===== config.mk =====
export PLATFORM = sky130hd
export DESIGN_NAME = lcwc_ctrl
export DESIGN_NICKNAME = d
export VERILOG_FILES = /design/src/design/lcwc_pkg.sv /design/src/design/lcwc_ctrl.sv
export SDC_FILE = /design/constraint.sdc
export NUM_CORES = 1
export LEC_CHECK = 0
export ABC_AREA = 1
export BUFFER_PORTS_ARGS = -buffer_cell sky130_fd_sc_hd__buf_2
export CORE_AREA = 3 3 40 42
export DETAILED_ROUTE_END_ITERATION = 10
export DIE_AREA = 0 0 43 45
export PLACE_DENSITY_LB_ADDON = 0.08
export SKIP_CTS_REPAIR_TIMING = 1
export SLEW_MARGIN = 40
export SYNTH_ARGS = -nofsm -noshare
export SYNTH_HDL_FRONTEND = slang
export SYNTH_SLANG_ARGS = --single-unit

===== constraint.sdc =====
create_clock -name i_clk -period 1.9 [get_ports i_clk]
set_input_delay 0.095 -clock i_clk [delete_from_list [all_inputs] [get_ports i_clk]]
set_output_delay 0.095 -clock i_clk [all_outputs]
set_load 0.005 [all_outputs]

===== src/design/lcwc_pkg.sv =====
package lcwc_pkg;

    // Calibration table, Q16 kg, raw point to actual point
    localparam int CAL_POINTS = 5;
    localparam int SEG_CNT    = CAL_POINTS - 1;
    localparam int SEG_W      = $clog2(SEG_CNT);
    localparam int DY_W       = 20;

    localparam logic signed [31:0] CAL_IN [CAL_POINTS] =
        '{32'sd0, 32'sd327680, 32'sd655360, 32'sd1310720, 32'sd1966080};
    localparam logic signed [31:0] CAL_OUT [CAL_POINTS] =
        '{32'sd0, 32'sd327680, 32'sd656671, 32'sd1307443, 32'sd1966080};

    // per segment: rise, and run as five times a power of two
    localparam logic [DY_W-1:0] CAL_DY [SEG_CNT] =
        '{20'd327680, 20'd328991, 20'd650772, 20'd658637};
    localparam logic [4:0] CAL_SHIFT [SEG_CNT] = '{5'd16, 5'd16, 5'd17, 5'd17};

    // divide by five as (x * RECIP_5) >> RECIP_SHIFT, exact for x below 2^34;
    // x is multiplied one half at a time
    localparam int HALF_W      = 17;
    localparam int DVD_W       = 2 * HALF_W;
    localparam int RECIP_W     = 34;
    localparam logic [RECIP_W-1:0] RECIP_5 = 34'h333333334;
    localparam int RECIP_SHIFT = 36;

    // item kinds
    localparam logic [1:0] KIND_SAMPLE  = 2'd0;
    localparam logic [1:0] KIND_TIMEOUT = 2'd1;
    localparam logic [1:0] KIND_TICK    = 2'd2;
    localparam logic [1:0] KIND_CLEAR   = 2'd3;

    localparam logic [23:0] RAW_INVALID = 24'h800000;
    localparam logic [15:0] TICKS_MAX   = 16'hFFFF;

    // register indexes
    localparam logic [2:0] REG_ZERO_OFFSET    = 3'd0;
    localparam logic [2:0] REG_COUNT_SCALE    = 3'd1;
    localparam logic [2:0] REG_SPIKE_LIMIT    = 3'd2;
    localparam logic [2:0] REG_AVERAGE_SHIFT  = 3'd3;
    localparam logic [2:0] REG_DEADBAND_WIDTH = 3'd4;
    localparam logic [2:0] REG_STALE_TICKS    = 3'd5;

    localparam logic [3:0] SHIFT_MAX = 4'd8;

    typedef struct packed {
        logic signed [23:0] zero_offset;
        logic signed [31:0] count_scale;
        logic [23:0]        spike_limit;
        logic [3:0]         average_shift;
        logic [15:0]        deadband_width;
        logic [15:0]        stale_ticks;
    } t_cfg;

    typedef struct packed {
        logic capture;
        logic exec;
        logic scale;
        logic seg;
        logic mul;
        logic dload;
        logic rlo;
        logic rhi;
        logic quo;
        logic sum;
        logic filt;
        logic finish;
    } t_cmd;

    typedef struct packed {
        logic [1:0] kind;
        logic       skip;
        logic       pass;
        logic       out_free;
    } t_stat;

    function automatic logic signed [31:0] sat32(input logic signed [63:0] v);
        if (v > 64'sh000000007FFFFFFF) begin
            return 32'sh7FFFFFFF;
        end else if (v < -64'sh0000000080000000) begin
            return 32'sh80000000;
        end
        return v[31:0];
    endfunction

endpackage


===== src/design/lcwc_ctrl.sv =====
module lcwc_ctrl import lcwc_pkg::*; (
    input  logic  i_clk,
    input  logic  i_rst_n,
    input  logic  i_in_valid,
    input  t_stat i_stat,
    output logic  o_in_ready,
    output t_cmd  o_cmd
);

    localparam logic [3:0] S_IDLE  = 4'd0;
    localparam logic [3:0] S_EXEC  = 4'd1;
    localparam logic [3:0] S_SCALE = 4'd2;
    localparam logic [3:0] S_SEG   = 4'd3;
    localparam logic [3:0] S_MUL   = 4'd4;
    localparam logic [3:0] S_DLOAD = 4'd5;
    localparam logic [3:0] S_RLO   = 4'd6;
    localparam logic [3:0] S_RHI   = 4'd7;
    localparam logic [3:0] S_QUO   = 4'd8;
    localparam logic [3:0] S_SUM   = 4'd9;
    localparam logic [3:0] S_FILT  = 4'd10;
    localparam logic [3:0] S_FIN   = 4'd11;

    logic [3:0] r_state;
    logic [3:0] n_state;

    assign o_in_ready = (r_state == S_IDLE);

    always_comb begin
        n_state = r_state;
        o_cmd   = '0;
        unique case (r_state)
            S_IDLE: begin
                if (i_in_valid) begin
                    o_cmd.capture = 1'b1;
                    n_state       = S_EXEC;
                end
            end
            S_EXEC: begin
                o_cmd.exec = 1'b1;
                if (i_stat.kind == KIND_SAMPLE && !i_stat.skip) begin
                    n_state = S_SCALE;
                end else begin
                    n_state = S_FIN;
                end
            end
            S_SCALE: begin
                o_cmd.scale = 1'b1;
                n_state     = S_SEG;
            end
            S_SEG: begin
                // at or below the first point the value bypasses calibration
                o_cmd.seg = 1'b1;
                n_state   = i_stat.pass ? S_FILT : S_MUL;
            end
            S_MUL: begin
                o_cmd.mul = 1'b1;
                n_state   = S_DLOAD;
            end
            S_DLOAD: begin
                o_cmd.dload = 1'b1;
                n_state     = S_RLO;
            end
            S_RLO: begin
                o_cmd.rlo = 1'b1;
                n_state   = S_RHI;
            end
            S_RHI: begin
                o_cmd.rhi = 1'b1;
                n_state   = S_QUO;
            end
            S_QUO: begin
                o_cmd.quo = 1'b1;
                n_state   = S_SUM;
            end
            S_SUM: begin
                o_cmd.sum = 1'b1;
                n_state   = S_FILT;
            end
            S_FILT: begin
                o_cmd.filt = 1'b1;
                n_state    = S_FIN;
            end
            S_FIN: begin
                if (i_stat.out_free) begin
                    o_cmd.finish = 1'b1;
                    n_state      = S_IDLE;
                end
            end
            default: n_state = S_IDLE;
        endcase
    end

    always_ff @(posedge i_clk) begin
        if (!i_rst_n) begin
            r_state <= S_IDLE;
        end else begin
            r_state <= n_state;
        end
    end

endmodule


==> out/qor.txt <==
Final hold viol count: 0
Fraction of the yosys area taken by sequential cells: 0.208
Residual DRC: 0
# fillers: 149
Fin crit period: 1260 ps
Antenna-violating nets left: 0
Placer Congestion: 0.701
Worst-margin pin slew: 222 ps
Tot Pwr: 596 µW
HP Start: i_rst_n
Regs by FF count: r_state (4)
Final setup violation count: 0
Cell taking the most area after synthesis: dfxtp_1
Via count: 460
HP Class: in -> reg
Syn avg cell area: 5.41 µm²
Clock root buffer: clkbuf_4
Initial core utilization: 0.299
Max-cap viol count: 0
Worst Hold Depth: 3
Antenna violations before repair: 0
Slew margin rel.: 0.852
Gr ovfl total: 0
DRT iter0 DRCs: 5
Reg2reg start: r_state[2]$_SDFFE_PN0P_
Pleak: 0.000372 µW
Die X-Extent: 43 µm
P per Cell Area: 1130 nW/µm²
Crit Path Class: reg -> out
Clock slew at reported path FFs: 40 ps
Skew final: 1.40 ps
Dpl hpwl: 778 µm
Post-Route WL: 898 µm
First-pass GRT wire length: 1410 µm
Worst Path Max Fanout: 4
Unique cell type count in the Yosys netlist: 15
Largest net degree at the start of global routing: 6
Critical path capture point type: primary output
Outcome: complete, no violations
WL per Instance: 8.24 µm
Nets: 104
Max reg flops: 4
Clock Path Buffers: 2
DRT Pass-1 Iters: 2
Layout cell share with drive strength beyond 1: 0.394
Worst setup SP type: register
IO Pins: 21
Clk Latency, worst-skew pair: 230 ps
Top_reg_cell synth: dfxtp_1
Arrival @ worst endpoint: 1170 ps
Register bit total from synthesis: 4
Fmax: 791 MHz
Number of global-route vias before repair: 384
H-tree levels: 1
TNS Setup: 0 ps
RSZ-0062 raised after global routing: false
Path depth of the worst reg2reg path: 7
Core area: 1280 µm²
Top-count cell post-synth: inv_1
Most flops, register: r_state
Die area: 1940 µm²
Ant. Diodes: 0
Hold-critical path endpoint: r_state[3]$_SDFFE_PN0P_
Reg-to-reg endpoint: r_state[3]$_SDFFE_PN0P_
Ys Warns: 0
Asr flop ratio synth: 0
Die Span Y: 45 µm
GRT Overall Usage: 0.101
Setup slack, reg-to-reg: 820 ps
EDFF count, synth: 0
CTS tree: built
Clock Sinks: 4
WP data required: 1800 ps
Yosys top cell area share: 0.208
Row cnt: 13
Post-Syn Instances: 71
VDD IR max: 417 µV
Area contributors post-synth: dfxtp_1, inv_1, nand2_1
PortBufs: 20
Vias per cell: 4.22
Syn-to-layout area delta: 36.8%
Final Cycle Share: 0.666
Cell Area, Synth: 384 µm²
Syn nets: 79
Slew Limit Fails: 0
Most frequent cells after synthesis: inv_1, nand2_1, nor2_1, nor2_2, dfxtp_1
Num CTS Buffers: 3
## metal layers
metal / global-route usage / routed length, µm
met1: 0.111 / 368
met2: 0.162 / 452
met3: 0.0120 / 51
met4: 0.108 / 25
met5: 0 / 0
## worst max-delay path: stages (launching register included)
cell and delay, ps:
dfxtp_1 430, inv_2 80, nor2_2 140, inv_1 80, nor2_1 90, buf_2 110
## area by class of cell
type,count,area (µm²),share of cell area
inverters,21,78.8,0.150
multi-input cells,46,225,0.429
clock buffers,3,22.5,0.0429
well taps,15,18.8,0.0357
flip-flops and latches,4,80.1,0.152
repair buffers,20,100,0.190
## worst max path at each step
stage                                        from                       to  slack (ps)  depth (start not counted)
after floorplan           r_state[0]$_SDFFE_PN0P_  r_state[0]$_SDFFE_PN0P_         910                          6
after global placement    r_state[0]$_SDFFE_PN0P_  r_state[3]$_SDFFE_PN0P_         810                          8
after detailed placement  r_state[0]$_SDFFE_PN0P_  r_state[0]$_SDFFE_PN0P_         820                          6
after CTS                 r_state[2]$_SDFFE_PN0P_                 o_cmd[5]         620                          5
after global routing      r_state[2]$_SDFFE_PN0P_                 o_cmd[5]         500                          5
final                     r_state[2]$_SDFFE_PN0P_                 o_cmd[5]         640                          5
## where the power goes
part / total [µW] / switching (µW) / internal [µW]
Sequential: 145 / 33.6 / 111
Combinational: 346 / 210 / 136
Clock: 105 / 34.0 / 70.6
## cells in the final DEF (no fill, tap or decap)
cell       n
nand2_1   17
nor2_4     1
a21oi_1    1
nand2_2    2
inv_2      3
nor2_2     6
inv_1     18
nand3_2    2
nand3_1    2
buf_2     20
nor4_1     1
nor3_1     1
a21boi_1   1
clkbuf_4   3
o21ai_0    1
nor2_1    11
dfxtp_1    4
## kinds of logic after synthesis
logic type / after synthesis / share of synthesized area
flip-flops: 4 / 0.208
buffers and inverters: 21 / 0.205
AO/OA/AOI/OAI: 3 / 0.0456
AND/OR/NAND/NOR: 43 / 0.541
## metrics by stage
step           std cells  area, µm²  utilization  setup WS [ps]  hold slack, ps
2_1_floorplan         71        384            -            914             193
3_3_place_gp         106        503        0.391            808             313
3_5_place_dp         106        503        0.391            823             314
4_1_cts              109        526        0.409            618            65.6
5_1_grt              109        526        0.409            499            98.4
6_report             109        526        0.409            635            72.7
Power figures use the tool's default switching activity.
