File: src/design/lcwc_pkg.sv
package lcwc_pkg;

    // Calibration table, Q16 kg, raw point to actual point
    localparam int CAL_POINTS = 5;
    localparam int SEG_CNT    = CAL_POINTS - 1;
    localparam int SEG_W      = $clog2(SEG_CNT);
    localparam int DY_W       = 20;

    localparam logic signed [31:0] CAL_IN [CAL_POINTS] =
        '{32'sd0, 32'sd327680, 32'sd655360, 32'sd1310720, 32'sd1966080};
    localparam logic signed [31:0] CAL_OUT [CAL_POINTS] =
        '{32'sd0, 32'sd327680, 32'sd656671, 32'sd1307443, 32'sd1966080};

    // per segment: rise, and run as five times a power of two
    localparam logic [DY_W-1:0] CAL_DY [SEG_CNT] =
        '{20'd327680, 20'd328991, 20'd650772, 20'd658637};
    localparam logic [4:0] CAL_SHIFT [SEG_CNT] = '{5'd16, 5'd16, 5'd17, 5'd17};

    // divide by five as (x * RECIP_5) >> RECIP_SHIFT, exact for x below 2^34;
    // x is multiplied one half at a time
    localparam int HALF_W      = 17;
    localparam int DVD_W       = 2 * HALF_W;
    localparam int RECIP_W     = 34;
    localparam logic [RECIP_W-1:0] RECIP_5 = 34'h333333334;
    localparam int RECIP_SHIFT = 36;

    // item kinds
    localparam logic [1:0] KIND_SAMPLE  = 2'd0;
    localparam logic [1:0] KIND_TIMEOUT = 2'd1;
    localparam logic [1:0] KIND_TICK    = 2'd2;
    localparam logic [1:0] KIND_CLEAR   = 2'd3;

    localparam logic [23:0] RAW_INVALID = 24'h800000;
    localparam logic [15:0] TICKS_MAX   = 16'hFFFF;

    // register indexes
    localparam logic [2:0] REG_ZERO_OFFSET    = 3'd0;
    localparam logic [2:0] REG_COUNT_SCALE    = 3'd1;
    localparam logic [2:0] REG_SPIKE_LIMIT    = 3'd2;
    localparam logic [2:0] REG_AVERAGE_SHIFT  = 3'd3;
    localparam logic [2:0] REG_DEADBAND_WIDTH = 3'd4;
    localparam logic [2:0] REG_STALE_TICKS    = 3'd5;

    localparam logic [3:0] SHIFT_MAX = 4'd8;

    typedef struct packed {
        logic signed [23:0] zero_offset;
        logic signed [31:0] count_scale;
        logic [23:0]        spike_limit;
        logic [3:0]         average_shift;
        logic [15:0]        deadband_width;
        logic [15:0]        stale_ticks;
    } t_cfg;

    typedef struct packed {
        logic capture;
        logic exec;
        logic scale;
        logic seg;
        logic mul;
        logic dload;
        logic rlo;
        logic rhi;
        logic quo;
        logic sum;
        logic filt;
        logic finish;
    } t_cmd;

    typedef struct packed {
        logic [1:0] kind;
        logic       skip;
        logic       pass;
        logic       out_free;
    } t_stat;

    function automatic logic signed [31:0] sat32(input logic signed [63:0] v);
        if (v > 64'sh000000007FFFFFFF) begin
            return 32'sh7FFFFFFF;
        end else if (v < -64'sh0000000080000000) begin
            return 32'sh80000000;
        end
        return v[31:0];
    endfunction

endpackage

File: src/design/lcwc_dp.sv
module lcwc_dp import lcwc_pkg::*; (
    input  logic        i_clk,
    input  logic        i_rst_n,
    input  t_cfg        i_cfg,
    input  t_cmd        i_cmd,
    input  logic [1:0]  i_kind,
    input  logic [23:0] i_raw,
    input  logic        i_out_ready,
    output t_stat       o_stat,
    output logic [31:0] o_weight,
    output logic        o_online,
    output logic        o_out_valid
);

    // captured word
    logic [1:0]         r_kind;
    logic signed [23:0] r_raw;

    // pipeline of the sample path
    logic signed [56:0]          r_prod1;
    logic signed [31:0]          r_kg;
    logic [SEG_W-1:0]            r_seg;
    logic [31:0]                 r_d;
    logic [51:0]                 r_prod2;
    logic [DVD_W-1:0]            r_dvd;
    logic [HALF_W+RECIP_W-1:0]   r_rlo;
    logic [HALF_W+RECIP_W-1:0]   r_rhi;
    logic [31:0]                 r_quo;
    logic signed [31:0]          r_cur;

    // filter state
    logic signed [31:0] r_filt;
    logic signed [31:0] r_prev;
    logic [15:0]        r_ticks;
    logic               r_online;

    // output register
    logic [31:0]        r_weight;
    logic               r_out_online;
    logic               r_out_valid;

    logic signed [24:0]          raw_diff;
    logic signed [56:0]          prod1_n;
    logic signed [31:0]          kg_n;
    logic [SEG_W-1:0]            seg_n;
    logic                        pass;
    logic [31:0]                 d_n;
    logic [51:0]                 prod2_n;
    logic [DVD_W-1:0]            dvd_ld;
    logic [HALF_W-1:0]           recip_op;
    logic [HALF_W+RECIP_W-1:0]   recip_prod;
    logic [DVD_W+RECIP_W-1:0]    recip_sum;
    logic signed [31:0]          cur_n;
    logic signed [32:0]          jump;
    logic [32:0]                 jump_abs;
    logic [3:0]                  shift_amt;
    logic signed [32:0]          ema_diff;
    logic signed [32:0]          ema_step;
    logic signed [31:0]          filt_n;
    logic                        stale;
    logic [31:0]                 filt_abs;
    logic                        in_band;

    assign raw_diff = 25'(i_cfg.zero_offset) - 25'(r_raw);
    assign prod1_n  = raw_diff * i_cfg.count_scale;
    assign kg_n     = sat32(64'(r_prod1 >>> 16));

    // first segment whose upper point is not below the value; last one extrapolates
    always_comb begin
        seg_n = SEG_W'(SEG_CNT - 1);
        for (int i = SEG_CNT - 2; i >= 0; i--) begin
            if (r_kg <= CAL_IN[i+1]) begin
                seg_n = SEG_W'(i);
            end
        end
    end

    assign pass    = r_kg <= CAL_IN[0];
    assign d_n     = 32'(r_kg - CAL_IN[seg_n]);
    assign prod2_n = r_d * CAL_DY[r_seg];
    assign dvd_ld  = DVD_W'(r_prod2 >> CAL_SHIFT[r_seg]);

    // divide by five: one reciprocal product per half, low half first
    assign recip_op   = i_cmd.rhi ? r_dvd[DVD_W-1:HALF_W] : r_dvd[HALF_W-1:0];
    assign recip_prod = recip_op * RECIP_5;
    assign recip_sum  = {r_rhi, {HALF_W{1'b0}}} + (DVD_W+RECIP_W)'(r_rlo);

    assign cur_n = sat32(64'(CAL_OUT[r_seg]) + 64'(r_quo));

    assign jump      = 33'(r_cur) - 33'(r_prev);
    assign jump_abs  = jump[32] ? 33'(-jump) : 33'(jump);
    assign shift_amt = (i_cfg.average_shift > SHIFT_MAX) ? SHIFT_MAX : i_cfg.average_shift;
    assign ema_diff  = 33'(r_cur) - 33'(r_filt);
    assign ema_step  = ema_diff >>> shift_amt;
    assign filt_n    = sat32(64'(r_filt) + 64'(ema_step));

    assign stale    = r_ticks > i_cfg.stale_ticks;
    assign filt_abs = r_filt[31] ? 32'(-r_filt) : 32'(r_filt);
    assign in_band  = filt_abs < 32'(i_cfg.deadband_width);

    always_ff @(posedge i_clk) begin
        if (i_cmd.capture) begin
            r_kind <= i_kind;
            r_raw  <= i_raw;
        end
        if (i_cmd.exec) begin
            r_prod1 <= prod1_n;
        end
        if (i_cmd.scale) begin
            r_kg <= kg_n;
        end
        if (i_cmd.seg) begin
            r_seg <= seg_n;
            r_d   <= d_n;
            r_cur <= r_kg;
        end
        if (i_cmd.mul) begin
            r_prod2 <= prod2_n;
        end
        if (i_cmd.dload) begin
            r_dvd <= dvd_ld;
        end
        if (i_cmd.rlo) begin
            r_rlo <= recip_prod;
        end
        if (i_cmd.rhi) begin
            r_rhi <= recip_prod;
        end
        if (i_cmd.quo) begin
            r_quo <= recip_sum[DVD_W+RECIP_W-1:RECIP_SHIFT];
        end
        if (i_cmd.sum) begin
            r_cur <= cur_n;
        end
        if (i_cmd.finish) begin
            r_weight     <= (stale || in_band) ? 32'd0 : r_filt;
            r_out_online <= r_online && !stale;
        end
    end

    always_ff @(posedge i_clk) begin
        if (!i_rst_n) begin
            r_filt      <= '0;
            r_prev      <= '0;
            r_ticks     <= '0;
            r_online    <= 1'b0;
            r_out_valid <= 1'b0;
        end else begin
            if (i_cmd.exec) begin
                unique case (r_kind)
                    KIND_SAMPLE: begin
                        r_online <= 1'b1;
                        r_ticks  <= '0;
                    end
                    KIND_TIMEOUT: r_online <= 1'b0;
                    KIND_TICK: begin
                        if (r_ticks != TICKS_MAX) begin
                            r_ticks <= r_ticks + 16'd1;
                        end
                    end
                    KIND_CLEAR: r_filt <= '0;
                    default: ;
                endcase
            end
            if (i_cmd.filt) begin
                if (jump_abs < 33'(i_cfg.spike_limit)) begin
                    r_filt <= filt_n;
                end
                r_prev <= r_cur;
            end
            if (i_cmd.finish && stale) begin
                r_online <= 1'b0;
            end
            if (i_cmd.finish) begin
                r_out_valid <= 1'b1;
            end else if (i_out_ready) begin
                r_out_valid <= 1'b0;
            end
        end
    end

    assign o_stat.kind     = r_kind;
    assign o_stat.skip     = (r_raw == 24'sd0) || (r_raw == RAW_INVALID);
    assign o_stat.pass     = pass;
    assign o_stat.out_free = !r_out_valid || i_out_ready;

    assign o_weight    = r_weight;
    assign o_online    = r_out_online;
    assign o_out_valid = r_out_valid;

endmodule

File: config.mk
export PLATFORM = sky130hd
export DESIGN_NAME = lcwc_dp
export DESIGN_NICKNAME = d
export VERILOG_FILES = /design/src/design/lcwc_pkg.sv /design/src/design/lcwc_dp.sv
export SDC_FILE = /design/constraint.sdc
export NUM_CORES = 2
export LEC_CHECK = 0
export BUFFER_PORTS_ARGS = -buffer_cell sky130_fd_sc_hd__buf_2
export CAP_MARGIN = 20
export CORE_MARGIN = 3
export CORE_UTILIZATION = 57
export CTS_BUF_LIST = sky130_fd_sc_hd__clkbuf_4
export DETAILED_ROUTE_END_ITERATION = 16
export PLACE_DENSITY = 0.77
export SLEW_MARGIN = 25
export SYNTH_ARGS = -nofsm -noshare
export SYNTH_HDL_FRONTEND = slang
export SYNTH_SLANG_ARGS = --single-unit
File: constraint.sdc
create_clock -name i_clk -period 9.1 [get_ports i_clk]
set_input_delay 0.91 -clock i_clk [delete_from_list [all_inputs] [get_ports i_clk]]
set_output_delay 0.91 -clock i_clk [all_outputs]
set_load 0.02 [all_outputs]
==> impl_metrics.env <==
export IMPL_status="finished with violations"
export IMPL_violations="negative setup slack"
export IMPL_crit_fanout=5
export IMPL_synthTopCellsByCount="1577 x inv_1, 1354 x fa_1, 774 x nand2_1"
export IMPL_grt_pass1_vias=63000
export IMPL_min_period_ns=9.45
export IMPL_end_kind="flip-flop"
export IMPL_netlist_instances=8067
export IMPL_fmax_mhz=106
export IMPL_num_rows=135
export IMPL_path_delay_family="adder cells"
export IMPL_crit_arrival_ns=10.15
export IMPL_die_w_um=377
export IMPL_clock_sinks=462
export IMPL_required_ns=9.80
export IMPL_grt_pass1_wl_um=337000
export IMPL_synth_edff_count=380
export IMPL_grt_usage=0.302
export IMPL_antenna_left=0
export IMPL_worst_pin_slew_ns=0.868
export IMPL_place_hpwl_um=173000
export IMPL_clk_insertion_delay_late_ns=1.00
export IMPL_layout_drive_gt1_share=0.122
export IMPL_syn_area_sq_mm=0.0784
export IMPL_cap_violations=0
export IMPL_grt_max_degree=53
export IMPL_nNetsFinal=10800
export IMPL_worstSetupPathType="flip-flop to flip-flop"
export IMPL_cts_tree="yes"
export IMPL_hold_class="primary input to flip-flop"
export IMPL_worst_slack_ns=-0.353
export IMPL_hold_viol=0
export IMPL_dieArea_sq_mm=0.142
export IMPL_drc_errors=0
export IMPL_core_sq_mm=0.136
export IMPL_slew_headroom=0.406
export IMPL_synth_top_cell_by_area="fa_1"
export IMPL_gp_congestion=0.959
export IMPL_ys_flop_type="edfxtp_1"
export IMPL_io_buffers=195
export IMPL_slowest_stage="fa_1"
export IMPL_drt_total_wl_um=209000
export IMPL_synth_async_reset_ratio=0
export IMPL_synth_net_count=10300
export IMPL_fin_crit_sh=1.04
export IMPL_yosysTopAreaCellShare=0.346
export IMPL_cp_start_kind="flip-flop"
export IMPL_yosys_cell_count_top_type="inv_1"
export IMPL_finalSetupTns_ns=-3.40
export IMPL_hold_ws_ns=0.0870
export IMPL_critical_path_max_stage_delay_ns=0.55
export IMPL_io_pins=196
export IMPL_yosys_cell_types_count=86
export IMPL_avgSynthCellArea_sq_um=9.72
export IMPL_critPathMostFrequentCell="fa_1"
export IMPL_rsz0062_at_grt="true"
export IMPL_cts_buffers=118
export IMPL_wl_per_cell_um=20.1
export IMPL_setup_viol_count_final=20
export IMPL_fillCellCount=10800
export IMPL_die_h_um=377
export IMPL_fin_skew_ns=0.0999
export IMPL_viasPerCell=5.67
export IMPL_first_pass_iters=7
export IMPL_vias=59000
export IMPL_ys_warn_count=0
export IMPL_synth_area_leaders="fa_1 35%, edfxtp_1 15%, ha_1 12%, inv_1 7.6%, nand2_1 3.7%"
export IMPL_ys_seq_area_frac=0.167
export IMPL_ys_ff_latch=462
export IMPL_antenna_found_initial=9
export IMPL_drv_slew=0
export IMPL_worst_path_buf_inv=5
export IMPL_clk_root_buffer_cell="clkbuf_4"
export IMPL_initial_utilization=0.577
export IMPL_drt_iter0_markers=4365
export IMPL_syn_to_final_growth_pct=10.5
export IMPL_htreeDepth=3
export IMPL_path_clk_slew_ns=0.06
export IMPL_overflow=0
export IMPL_clock_path_buffers=3
==> repair_timing <==
action,CTS,global route
pin swaps,54,80
hold buffers,19,0
cloned,0,4
setup endpoints to repair,25,38
buffers inserted,36,33
hold endpoints to repair,19,0
gates resized for setup,54,113
==> routing by layer <==
layer	track usage	share of wire	vias up
met4	0.121	0.046	4
met2	0.503	0.48	2390
li1	-	-	26800
met1	0.391	0.40	29200
met3	0.0554	0.079	529
met5	0	0.00010	-
==> layout by cell type (no fill, tap or decap), drive strengths merged, types with 95 or more instances in the layout <==
cell type / n
fa: 1354
ha: 768
a21o: 176
nor3: 113
edfxtp: 380
a21oi: 286
inv: 1580
o21a: 95
buf: 593
nor2b: 170
and2: 380
xnor2: 221
nand2: 774
nor2: 316
xor2: 107
o21ai: 186
clkbuf: 179
==> registers in the layout (all words and copies together), names as in the netlist <==
name / flops
r_quo: 32
r_ticks: 16
r_d: 32
r_kg: 32
r_prod2: 35
r_rhi: 49
r_seg: 2
r_kind: 2
o_weight: 32
r_cur: 32
r_raw: 24
o_online: 1
r_prev: 32
r_rlo: 32
r_online: 1
r_prod1: 41
r_dvd: 34
r_filt: 32
o_out_valid: 1
==> final timing paths <==
path                  from          end  slack [ns]  cells past startpoint
setup / recovery  r_raw[0]  r_prod1[55]       -0.35                     41
hold / removal    i_raw[9]     r_raw[9]        0.09                      1
setup reg to reg  r_raw[0]  r_prod1[55]       -0.35                     41
hold reg to reg   r_online     r_online        0.49                      2
==> layout make-up <==
class                      instances  area, sq um  area share
inverter                        1579         5930      0.0684
clock inverter                    41          215     0.00248
clock buffer                     176         1320      0.0153
timing repair buffer             615         4550      0.0525
antenna                           10         25.0    0.000289
multi-input combinational       5742        59300       0.685
tap                             1781         2230      0.0257
sequential                       462        13100       0.151
==> worst reg2reg max path: cells and delay by family, from the launching register on <==
kind                     cells  cell delay (ns)
adder cells (fa/ha/maj)     10             4.13
AO/OA/AOI/OAI               18             2.99
AND/OR/NAND/NOR              7             0.76
buffers and inverters        5             0.60
flip-flops                   1             0.48
XOR/XNOR                     1             0.20
==> per-stage QoR <==
step	setup WS (ns)	util	instances	instance area (sq um)
final	-0.353	0.637	10400	86600
after CTS	-0.155	0.631	10400	85800
after floorplan	-0.164	-	8067	78600
after detailed placement	-1.09	0.614	10100	83500
after global placement	-1.03	0.614	10100	83500
after global routing	-0.712	0.637	10400	86600
==> kinds of logic (layout without fill, tap and decap cells) <==
kind of cell,after synthesis,in the layout,share of synthesized area
adders and majority gates,2122,2122,0.468
and+or+nand+nor,2081,2081,0.130
buffers and inverters,1864,2411,0.0898
DFF,462,462,0.167
AOI/OAI and AO/OA,1086,1086,0.0922
other,0,10,0
xor gates and xnor gates,327,328,0.0366
muxes,125,125,0.0170
Power is not shown: default switching activity piles up to over one toggle a cycle in this logic, so the estimate is an artifact.
