==> src/design/lcwc_pkg.sv <==
package lcwc_pkg;

    // Calibration table, Q16 kg, raw point to actual point
    localparam int CAL_POINTS = 5;
    localparam int SEG_CNT    = CAL_POINTS - 1;
    localparam int SEG_W      = $clog2(SEG_CNT);
    localparam int DY_W       = 20;

    localparam logic signed [31:0] CAL_IN [CAL_POINTS] =
        '{32'sd0, 32'sd327680, 32'sd655360, 32'sd1310720, 32'sd1966080};
    localparam logic signed [31:0] CAL_OUT [CAL_POINTS] =
        '{32'sd0, 32'sd327680, 32'sd656671, 32'sd1307443, 32'sd1966080};

    // per segment: rise, and run as five times a power of two
    localparam logic [DY_W-1:0] CAL_DY [SEG_CNT] =
        '{20'd327680, 20'd328991, 20'd650772, 20'd658637};
    localparam logic [4:0] CAL_SHIFT [SEG_CNT] = '{5'd16, 5'd16, 5'd17, 5'd17};

    // divide by five as (x * RECIP_5) >> RECIP_SHIFT, exact for x below 2^34;
    // x is multiplied one half at a time
    localparam int HALF_W      = 17;
    localparam int DVD_W       = 2 * HALF_W;
    localparam int RECIP_W     = 34;
    localparam logic [RECIP_W-1:0] RECIP_5 = 34'h333333334;
    localparam int RECIP_SHIFT = 36;

    // item kinds
    localparam logic [1:0] KIND_SAMPLE  = 2'd0;
    localparam logic [1:0] KIND_TIMEOUT = 2'd1;
    localparam logic [1:0] KIND_TICK    = 2'd2;
    localparam logic [1:0] KIND_CLEAR   = 2'd3;

    localparam logic [23:0] RAW_INVALID = 24'h800000;
    localparam logic [15:0] TICKS_MAX   = 16'hFFFF;

    // register indexes
    localparam logic [2:0] REG_ZERO_OFFSET    = 3'd0;
    localparam logic [2:0] REG_COUNT_SCALE    = 3'd1;
    localparam logic [2:0] REG_SPIKE_LIMIT    = 3'd2;
    localparam logic [2:0] REG_AVERAGE_SHIFT  = 3'd3;
    localparam logic [2:0] REG_DEADBAND_WIDTH = 3'd4;
    localparam logic [2:0] REG_STALE_TICKS    = 3'd5;

    localparam logic [3:0] SHIFT_MAX = 4'd8;

    typedef struct packed {
        logic signed [23:0] zero_offset;
        logic signed [31:0] count_scale;
        logic [23:0]        spike_limit;
        logic [3:0]         average_shift;
        logic [15:0]        deadband_width;
        logic [15:0]        stale_ticks;
    } t_cfg;

    typedef struct packed {
        logic capture;
        logic exec;
        logic scale;
        logic seg;
        logic mul;
        logic dload;
        logic rlo;
        logic rhi;
        logic quo;
        logic sum;
        logic filt;
        logic finish;
    } t_cmd;

    typedef struct packed {
        logic [1:0] kind;
        logic       skip;
        logic       pass;
        logic       out_free;
    } t_stat;

    function automatic logic signed [31:0] sat32(input logic signed [63:0] v);
        if (v > 64'sh000000007FFFFFFF) begin
            return 32'sh7FFFFFFF;
        end else if (v < -64'sh0000000080000000) begin
            return 32'sh80000000;
        end
        return v[31:0];
    endfunction

endpackage

==> src/design/lcwc_regs.sv <==
module lcwc_regs import lcwc_pkg::*; (
    input  logic        i_clk,
    input  logic        i_rst_n,
    input  logic        psel,
    input  logic        penable,
    input  logic        pwrite,
    input  logic [4:0]  paddr,
    input  logic [31:0] pwdata,
    output logic [31:0] prdata,
    output logic        pready,
    output t_cfg        o_cfg
);

    t_cfg       r_cfg;
    logic [2:0] reg_idx;
    logic       wr_en;

    assign reg_idx = paddr[4:2];
    assign wr_en   = psel && penable && pwrite;
    assign pready  = 1'b1;
    assign o_cfg   = r_cfg;

    always_ff @(posedge i_clk) begin
        if (!i_rst_n) begin
            r_cfg.zero_offset    <= 24'sd0;
            r_cfg.count_scale    <= 32'sd4294;
            r_cfg.spike_limit    <= 24'd983040;
            r_cfg.average_shift  <= 4'd2;
            r_cfg.deadband_width <= 16'd3277;
            r_cfg.stale_ticks    <= 16'd500;
        end else if (wr_en) begin
            unique case (reg_idx)
                REG_ZERO_OFFSET:    r_cfg.zero_offset    <= pwdata[23:0];
                REG_COUNT_SCALE:    r_cfg.count_scale    <= pwdata;
                REG_SPIKE_LIMIT:    r_cfg.spike_limit    <= pwdata[23:0];
                REG_AVERAGE_SHIFT:  r_cfg.average_shift  <= pwdata[3:0];
                REG_DEADBAND_WIDTH: r_cfg.deadband_width <= pwdata[15:0];
                REG_STALE_TICKS:    r_cfg.stale_ticks    <= pwdata[15:0];
                default: ;
            endcase
        end
    end

    always_comb begin
        unique case (reg_idx)
            REG_ZERO_OFFSET:    prdata = {8'd0, r_cfg.zero_offset};
            REG_COUNT_SCALE:    prdata = r_cfg.count_scale;
            REG_SPIKE_LIMIT:    prdata = {8'd0, r_cfg.spike_limit};
            REG_AVERAGE_SHIFT:  prdata = {28'd0, r_cfg.average_shift};
            REG_DEADBAND_WIDTH: prdata = {16'd0, r_cfg.deadband_width};
            REG_STALE_TICKS:    prdata = {16'd0, r_cfg.stale_ticks};
            default:            prdata = 32'd0;
        endcase
    end

endmodule

==> config.mk <==
export PLATFORM = sky130hd
export DESIGN_NAME = lcwc_regs
export DESIGN_NICKNAME = d
export VERILOG_FILES = /design/src/design/lcwc_pkg.sv /design/src/design/lcwc_regs.sv
export SDC_FILE = /design/constraint.sdc
export NUM_CORES = 1
export LEC_CHECK = 0
export BUFFER_PORTS_ARGS = -buffer_cell sky130_fd_sc_hd__buf_4
export CAP_MARGIN = 20
export CELL_PAD_IN_SITES_DETAIL_PLACEMENT = 1
export CELL_PAD_IN_SITES_GLOBAL_PLACEMENT = 1
export CORE_UTILIZATION = 34
export CTS_BUF_LIST = sky130_fd_sc_hd__clkbuf_2
export DETAILED_ROUTE_END_ITERATION = 6
export PLACE_DENSITY = 0.83
export SYNTH_ARGS = -nofsm -noshare
export SYNTH_HDL_FRONTEND = slang
export SYNTH_SLANG_ARGS = --single-unit
==> constraint.sdc <==
create_clock -name i_clk -period 1.5 [get_ports i_clk]
set_clock_uncertainty 0.15 [all_clocks]
set_input_delay 0.15 -clock i_clk [delete_from_list [all_inputs] [get_ports i_clk]]
set_output_delay 0.15 -clock i_clk [all_outputs]
set_load 0.02 [all_outputs]
==> impl_table.tex, run 1 <==
\begin{tabular}{lr}
\hline
Metric & Value \\
\hline
\multicolumn{2}{l}{\textbf{Pwr}} \\
\quad P\_int & 4.161 mW \\
\quad Net switching power of the design & 1.848 mW \\
\quad Pwr Density & 606.1 mW/mm² \\
\quad Maximum resistive drop on vdd & 0.3864 mV \\
\quad Clk pwr share & 30.8\% \\
\quad Switching part of the total power & 30.76\% \\
\quad Static leakage & 4.478 nW \\
\quad Sequential fraction of design power & 51.5\% \\
\quad Combinational fraction of design power & 17.7\% \\
\multicolumn{2}{l}{\textbf{Worst setup path}} \\
\quad Arrival time of the worst setup path & 1860 ps \\
\quad Critical path buffers and inverters & 1 \\
\quad Required time of the critical path & 1200 ps \\
\quad Critical path's top delay family & flip-flops \\
\quad Reg2Reg Setup Slack & 80 ps \\
\quad Critical Path Slowest Stage Cell & dfxtp\_2 \\
\quad Crit path kind & reg2out \\
\quad Critical path capture point type & output pin \\
\quad Worst Path Max Fanout & 2 \\
\quad Element type at the critical path start & flip-flop \\
\quad Maximum single-stage delay on the critical path & 360 ps \\
\quad Series of cell instances along the critical path & mux2\_4 -> a221oi\_2 -> nor2\_1 -> buf\_4 \\
\multicolumn{2}{l}{\textbf{STA}} \\
\quad Fmax & 0.4621 GHz \\
\quad Post-route worst hold slack & -58.83 ps \\
\quad Unrepaired setup endpoints after global routing & yes \\
\quad Relative max-transition margin & 64.43\% \\
\quad Slew at the pin closest to its max-slew limit & 533.6 ps \\
\quad Count of endpoints failing hold in the final timing report & 25 \\
\quad Period utilisation layout & 144.3\% \\
\quad Final critical-path required period & 2164 ps \\
\quad Post-route setup TNS & -29450 ps \\
\quad Number of setup violations in the final report & 160 \\
\quad Final number of max-transition violations & 0 \\
\quad Final setup slack of the worst path & -664.1 ps \\
\multicolumn{2}{l}{\textbf{Cells and area}} \\
\quad Final std cells w/o fill & 1150 \\
\quad Layout cells sized above 1 & 55.70\% \\
\quad Post-synthesis to final-layout area growth & 85.51\% \\
\quad NumNets Final & 968 \\
\quad Antenna diode count & 0 \\
\quad Most common cell after layout, fill and taps aside & buf\_6 \\
\quad Commonest non-fill, non-tap cells in the layout & buf\_6 (196), nand2\_1 (127), buf\_4 (115) \\
\quad Finished Cell Area & 0.009913 mm² \\
\quad Flip-flop count of the largest register, all copies and words added & 116 \\
\multicolumn{2}{l}{\textbf{Route}} \\
\quad Vias & 6119 \\
\quad Via count normalized by instance count & 5.321 \\
\quad Number of detailed-routing iterations run before antenna repair & 4 \\
\quad Number of DRC markers after the initial detailed-route iteration & 366 \\
\quad Routed WL & 27040 µm \\
\quad Wire length per cell after detailed routing & 23.51 µm \\
\quad Routed Antenna Nets & 0 \\
\quad DRC violations left & 0 \\
\multicolumn{2}{l}{\textbf{GRT}} \\
\quad Antenna violations before repair & 0 \\
\quad Pin count of the biggest net entering global routing & 60 \\
\quad Global-route wire length before repair & 37230 µm \\
\quad Total overflow reported by the global router & 0 \\
\quad Number of global-route vias before repair & 6574 \\
\quad Overall routing resource usage & 30.79\% \\
\multicolumn{2}{l}{\textbf{Synth}} \\
\quad Post-synth top area share & 43.46\% \\
\quad Synthesized flop and latch total & 116 \\
\quad Number of different library cells in the post-synthesis netlist & 35 \\
\quad Top cell type by total area after synthesis & dfxtp\_1 \\
\quad Post-Synthesis Net Count & 611 \\
\quad Post-synth ARST share & 0\% \\
\quad Synth area leaders & dfxtp\_1 (43\%), mux2i\_1 (22\%), nand2\_1 (9.1\%) \\
\quad Instance count of the mapped netlist & 569 \\
\quad Top FF cell, synth & dfxtp\_1 \\
\quad Sequential share of the synthesized area & 43.46\% \\
\quad Summed instance area of the synthesized netlist & 0.005344 mm² \\
\quad Number of warnings reported in the yosys synthesis log & 0 \\
\quad Avg Inst Size Synth & 9.392 µm² \\
\quad Number of enable-type register cells in the synthesized netlist & 0 \\
\multicolumn{2}{l}{\textbf{Clocking}} \\
\quad Clock tree sinks & 116 \\
\quad Clk Latency, worst-skew pair & 730 ps \\
\quad Bufs on Longest Clock Path & 2 \\
\quad Clock-pin transition on the worst setup and hold timing paths & 190 ps \\
\quad Num CTS Buffers & 17 \\
\quad Level count of the clock H-tree & 4 \\
\quad CTS tree & yes \\
\quad Clk Tree Root Cell & clkbuf\_2 \\
\multicolumn{2}{l}{\textbf{Placement}} \\
\quad Detailed placer's ending HPWL & 14050 µm \\
\quad Final weighted congestion of routability-driven global placement & 0.8098 \\
\quad I/O Buffers & 187 \\
\quad Standard cell area after detailed placement & 0.007323 mm² \\
\quad Cell Count Post-Placement & 972 \\
\multicolumn{2}{l}{\textbf{Floorplanning}} \\
\quad Die width & 127.4 µm \\
\quad Total I/O pin count & 191 \\
\quad Starting density of the core & 35.02\% \\
\quad Full die area & 0.01622 mm² \\
\quad FP Rows & 45 \\
\quad Die Y-Extent & 127.4 µm \\
\quad Std-Cell Core Area & 0.01526 mm² \\
\multicolumn{2}{l}{\textbf{Min path}} \\
\quad Class of the worst hold path & in2reg \\
\multicolumn{2}{l}{\textbf{Flow run}} \\
\quad Count of maximum capacitance violations & 0 \\
\multicolumn{2}{l}{\textbf{Status}} \\
\quad Failing checks & negative hold slack, negative setup slack \\
\quad Result of the run & finished, violations left \\
\hline
\end{tabular}
[path summary, 6_finish.rpt]
path | from | endpoint | depth (start not counted)
hold reg to reg | o_cfg[71] | o_cfg[71] | 2
setup / recovery | o_cfg[100] | prdata[8] | 4
hold / removal | penable | o_cfg[91] | 5
setup reg to reg | o_cfg[85] | o_cfg[85] | 4
[routing by layer]
layer	share of wire (%)	global-route usage [%]	up-vias
met3	5.4	7.203	87
met1	37	31.49	3064
met2	53	58.89	263
li1	-	-	2705
met4	4.3	14.08	0
met5	0	0	-
[kinds of logic (layout without fill, tap and decap cells)]
family                 Yosys count  count (layout)  synth area share (%)
AOI/OAI and AO/OA               84              84                 11.14
buffers and inverters           59             429                 6.041
and+or+nand+nor                177             177                 14.21
DFF                            116             116                 43.46
muxes                          132             132                 25.08
other                            1               1               0.07017
[per-stage QoR]
stage | util, % | setup slack (ps) | power, mW
5_1_grt | 64.97 | -782.8 | 6.227
2_1_floorplan | - | -8.946 | 3.603
4_1_cts | 61.48 | -697.2 | 5.904
3_5_place_dp | 48.00 | -225.7 | 3.985
6_report | 64.97 | -664.1 | 6.009
3_3_place_gp | 48.00 | -125.1 | 3.959
[worst register-to-register path, delay by kind of cell, from the launching register on]
kind | cells | cell delay [ps]
flops | 1 | 390
simple gates | 1 | 50
mux | 1 | 130
buf+inv | 2 | 650
[what timing repair did]
item	in CTS	in global routing
pin swaps	17	11
hold endpoints to repair	116	113
setup buffers	57	46
endpoints found under the setup margin	148	164
resized for setup	292	112
hold buffers	63	10
[final cells by class]
cell class	count	area [µm²]
well taps	211	264.0
clock buffers	22	110.1
clock inverters	10	65.06
flip-flops and latches	116	2532
repair buffers	385	3936
fillers	1613	5345
multi-input cells	394	2960
inverters	12	45.04
[cells in the mapped netlist (all sizes together) (2+ instances only)]
library cell,n
nand2,130
mux2i,117
dfxtp,116
clkbuf,27
o21ai,23
buf,20
nor2,18
mux2,15
a22oi,13
inv,12
o211ai,9
a2bb2oi,8
and3,8
nand3,8
o311ai,8
a221oi,6
o21a,6
o22ai,6
nor2b,5
nand2b,2
o221ai,2
or2,2
[power groups by stage]
stage	Clock [mW]	Combinational (mW)	Sequential (mW)
after floorplan	0	0.379	3.22
final	1.85	1.06	3.10
after detailed placement	0	0.786	3.20
after global placement	0	0.763	3.20
after CTS	1.81	0.969	3.13
after global routing	2.02	1.11	3.10
Note: power is estimated with default switching activity, not from simulation.
==> run 2: changes to the inputs <==
--- a/config.mk
+++ b/config.mk
@@ -9,10 +9,12 @@
 export CAP_MARGIN = 20
 export CELL_PAD_IN_SITES_DETAIL_PLACEMENT = 1
 export CELL_PAD_IN_SITES_GLOBAL_PLACEMENT = 1
-export CORE_UTILIZATION = 34
+export CORE_UTILIZATION = 38
 export CTS_BUF_LIST = sky130_fd_sc_hd__clkbuf_2
 export DETAILED_ROUTE_END_ITERATION = 6
-export PLACE_DENSITY = 0.83
+export PLACE_DENSITY = 0.87
+export SETUP_SLACK_MARGIN = 0.1
+export SLEW_MARGIN = 20
 export SYNTH_ARGS = -nofsm -noshare
 export SYNTH_HDL_FRONTEND = slang
 export SYNTH_SLANG_ARGS = --single-unit
==> constraint.sdc (replaced) <==
create_clock -name i_clk -period 2.3 [get_ports i_clk]
set_clock_uncertainty 0.15 [all_clocks]
set_input_delay 0.23 -clock i_clk [delete_from_list [all_inputs] [get_ports i_clk]]
set_output_delay 0.23 -clock i_clk [all_outputs]
set_load 0.02 [all_outputs]
==> impl_table.tex, run 2 (synthesis gave the netlist of run 1 again) <==
\begin{tabular}{lr}
\hline
Metric & Value \\
\hline
\multicolumn{2}{l}{\textbf{Status}} \\
\quad Result of the run & finished clean \\
\multicolumn{2}{l}{\textbf{GRT}} \\
\quad Total overflow reported by the global router & 0 \\
\quad Pin count of the biggest net entering global routing & 78 \\
\quad Overall routing resource usage & 30.21\% \\
\quad Antenna violations before repair & 1 \\
\quad Global-route wire length before repair & 33040 µm \\
\quad Number of global-route vias before repair & 6063 \\
\multicolumn{2}{l}{\textbf{Cells and area}} \\
\quad Storage element area & 0.002350 mm² \\
\quad Most common cell after layout, fill and taps aside & buf\_4 \\
\quad Flip-flop count of the largest register, all copies and words added & 116 \\
\quad Filler cell count in the final layout & 1548 \\
\quad Multi-input gate area in the final layout & 0.002803 mm² \\
\quad Layout cells sized above 1 & 36.49\% \\
\quad Core Util, Final & 59.64\% \\
\quad NumNets Final & 874 \\
\quad Commonest non-fill, non-tap cells in the layout & buf\_4 (224), nand2\_1 (129), mux2i\_1 (117) \\
\quad Post-synthesis to final-layout area growth & 50.15\% \\
\multicolumn{2}{l}{\textbf{Worst setup path}} \\
\quad Maximum single-stage delay on the critical path & 620 ps \\
\quad Cell type with the highest occurrence count on the critical path & dlygate4sd3\_1 \\
\quad Required time of the critical path & 2820 ps \\
\quad Element type at the critical path start & input pin \\
\quad Worst Path Max Fanout & 72 \\
\quad R2R Path Start & o\_cfg[99] \\
\quad Arrival time of the worst setup path & 2750 ps \\
\quad Number of cells on the worst reg-to-reg path & 4 \\
\quad Crit path kind & in2reg \\
\quad Startpoint of the most critical setup path & i\_rst\_n \\
\quad Critical path buffers and inverters & 5 \\
\quad Levels on crit path & 7 \\
\quad Critical Path Slowest Stage Cell & dlygate4sd3\_1 \\
\quad Critical path capture point type & flip-flop \\
\quad Series of cell instances along the critical path & dlygate4sd3\_1 -> buf\_6 -> buf\_16 -> nand2\_1 -> dlygate4sd3\_1 -> mux2i\_1 -> dlygate4sd3\_1 \\
\quad Critical path's top delay family & buffers and inverters \\
\multicolumn{2}{l}{\textbf{STA}} \\
\quad Final critical-path required period & 2231 ps \\
\quad Fmax & 0.4482 GHz \\
\quad Post-route setup TNS & 0 ps \\
\quad Count of endpoints failing hold in the final timing report & 0 \\
\quad Relative max-transition margin & 35.03\% \\
\quad Slew at the pin closest to its max-slew limit & 974.6 ps \\
\quad Number of setup violations in the final report & 0 \\
\quad Period utilisation layout & 97.00\% \\
\quad Unrepaired setup endpoints after global routing & yes \\
\quad Final setup slack of the worst path & 68.90 ps \\
\quad Final number of max-transition violations & 0 \\
\multicolumn{2}{l}{\textbf{Floorplanning}} \\
\quad Die Y-Extent & 120.6 µm \\
\quad Std-Cell Core Area & 0.01345 mm² \\
\quad Total I/O pin count & 191 \\
\quad FP Rows & 42 \\
\quad Starting density of the core & 39.72\% \\
\quad Die width & 120.6 µm \\
\quad Full die area & 0.01454 mm² \\
\multicolumn{2}{l}{\textbf{Placement}} \\
\quad Final weighted congestion of routability-driven global placement & 0.8032 \\
\quad Place WS & 204.7 ps \\
\quad I/O Buffers & 187 \\
\quad Detailed placer's ending HPWL & 13330 µm \\
\multicolumn{2}{l}{\textbf{Route}} \\
\quad Via count normalized by instance count & 5.514 \\
\quad Number of DRC markers after the initial detailed-route iteration & 322 \\
\quad Number of detailed-routing iterations run before antenna repair & 5 \\
\quad Routed WL & 22930 µm \\
\quad Routed Antenna Nets & 0 \\
\quad Wire length per cell after detailed routing & 22.46 µm \\
\quad Vias & 5630 \\
\quad DRC violations left & 0 \\
\multicolumn{2}{l}{\textbf{Pwr}} \\
\quad Pwr Density & 485.7 mW/mm² \\
\quad Static leakage & 3.751 nW \\
\quad Maximum resistive drop on vdd & 0.3132 mV \\
\multicolumn{2}{l}{\textbf{Flow run}} \\
\quad Count of maximum capacitance violations & 0 \\
\multicolumn{2}{l}{\textbf{Clocking}} \\
\quad Clk Tree Root Cell & clkbuf\_2 \\
\quad Clk Latency, worst-skew pair & 680 ps \\
\quad Level count of the clock H-tree & 4 \\
\quad Num CTS Buffers & 17 \\
\quad Clock-pin transition on the worst setup and hold timing paths & 190 ps \\
\quad Bufs on Longest Clock Path & 2 \\
\quad Clock tree sinks & 116 \\
\quad CTS tree & yes \\
\multicolumn{2}{l}{\textbf{Min path}} \\
\quad Cells on Worst Hold Path & 6 \\
\quad Class of the worst hold path & in2reg \\
\quad Worst Hold Launch & paddr[4] \\
\hline
\end{tabular}
-- run 2: cell count changes in the layout (fill, tap and decap cells not counted), sizes merged --
cell	previous run	this run
dlygate4sd3	60	63
clkinv	9	6
dlymetal6s4s	2	0
buf	323	227
clkbuf	22	24
diode	0	1
bufinv	1	2
-- run 2: power by group --
group	switching (mW)	internal (mW)	total (mW)	leakage, nW
combinational	0.325	0.254	0.579	2.67
sequential	0.0162	2.03	2.04	0.943
clock	0.772	0.502	1.27	0.138
-- run 2: worst paths after layout --
check                           slack [ps]        end
worst max-delay path                    70  o_cfg[90]
worst min-delay path                   220  o_cfg[25]
worst max register to register         800  o_cfg[99]
worst min register to register         340  o_cfg[38]
-- run 2: per-stage QoR --
stage / power, mW / cells / hold WS [ps] / cell area [µm²]
2_1_floorplan: 2.343 / 569 / 222.1 / 5344
4_1_cts: 3.845 / 1014 / 161.4 / 7875
5_1_grt: 4.019 / 1021 / 196.6 / 8024
3_5_place_dp: 2.548 / 910 / 319.5 / 6910
3_3_place_gp: 2.530 / 910 / 306.4 / 6910
6_report: 3.897 / 1021 / 217.3 / 8024
-- run 2: worst min-delay path, cell delays in order --
cell,delay [ps]
buf_4,140
nor2b_1,140
buf_4,180
nand2_1,90
buf_4,170
mux2i_1,80
-- run 2: layout make-up --
class	instances	area share [%]
Tap cell	176	2.744
Multi-Input combinational cell	394	34.93
Inverter	12	0.5614
Clock inverter	8	1.060
Clock buffer	23	1.435
Timing Repair Buffer	291	29.95
Sequential cell	116	29.28
Antenna cell	1	0.03119
-- run 2: repair_timing --
item / 4_1_cts / 5_1_grt
gates cloned: 0 / 1
setup buffers: 10 / 5
hold buffers: 63 / 0
endpoints found under the hold margin: 116 / 0
resized for setup: 19 / 26
endpoints found under the setup margin: 6 / 15
pin swaps: 7 / 9
-- run 2: metal layers --
layer / global-route usage [%] / share of wire [%] / up-vias / wire length, µm
li1: - / - / 2520 / -
met4: 13.89 / 2.8 / 0 / 650
met1: 32.20 / 38 / 2808 / 8743
met3: 7.453 / 5.6 / 58 / 1274
met5: 0 / 0 / - / 0
met2: 55.68 / 53 / 244 / 12260
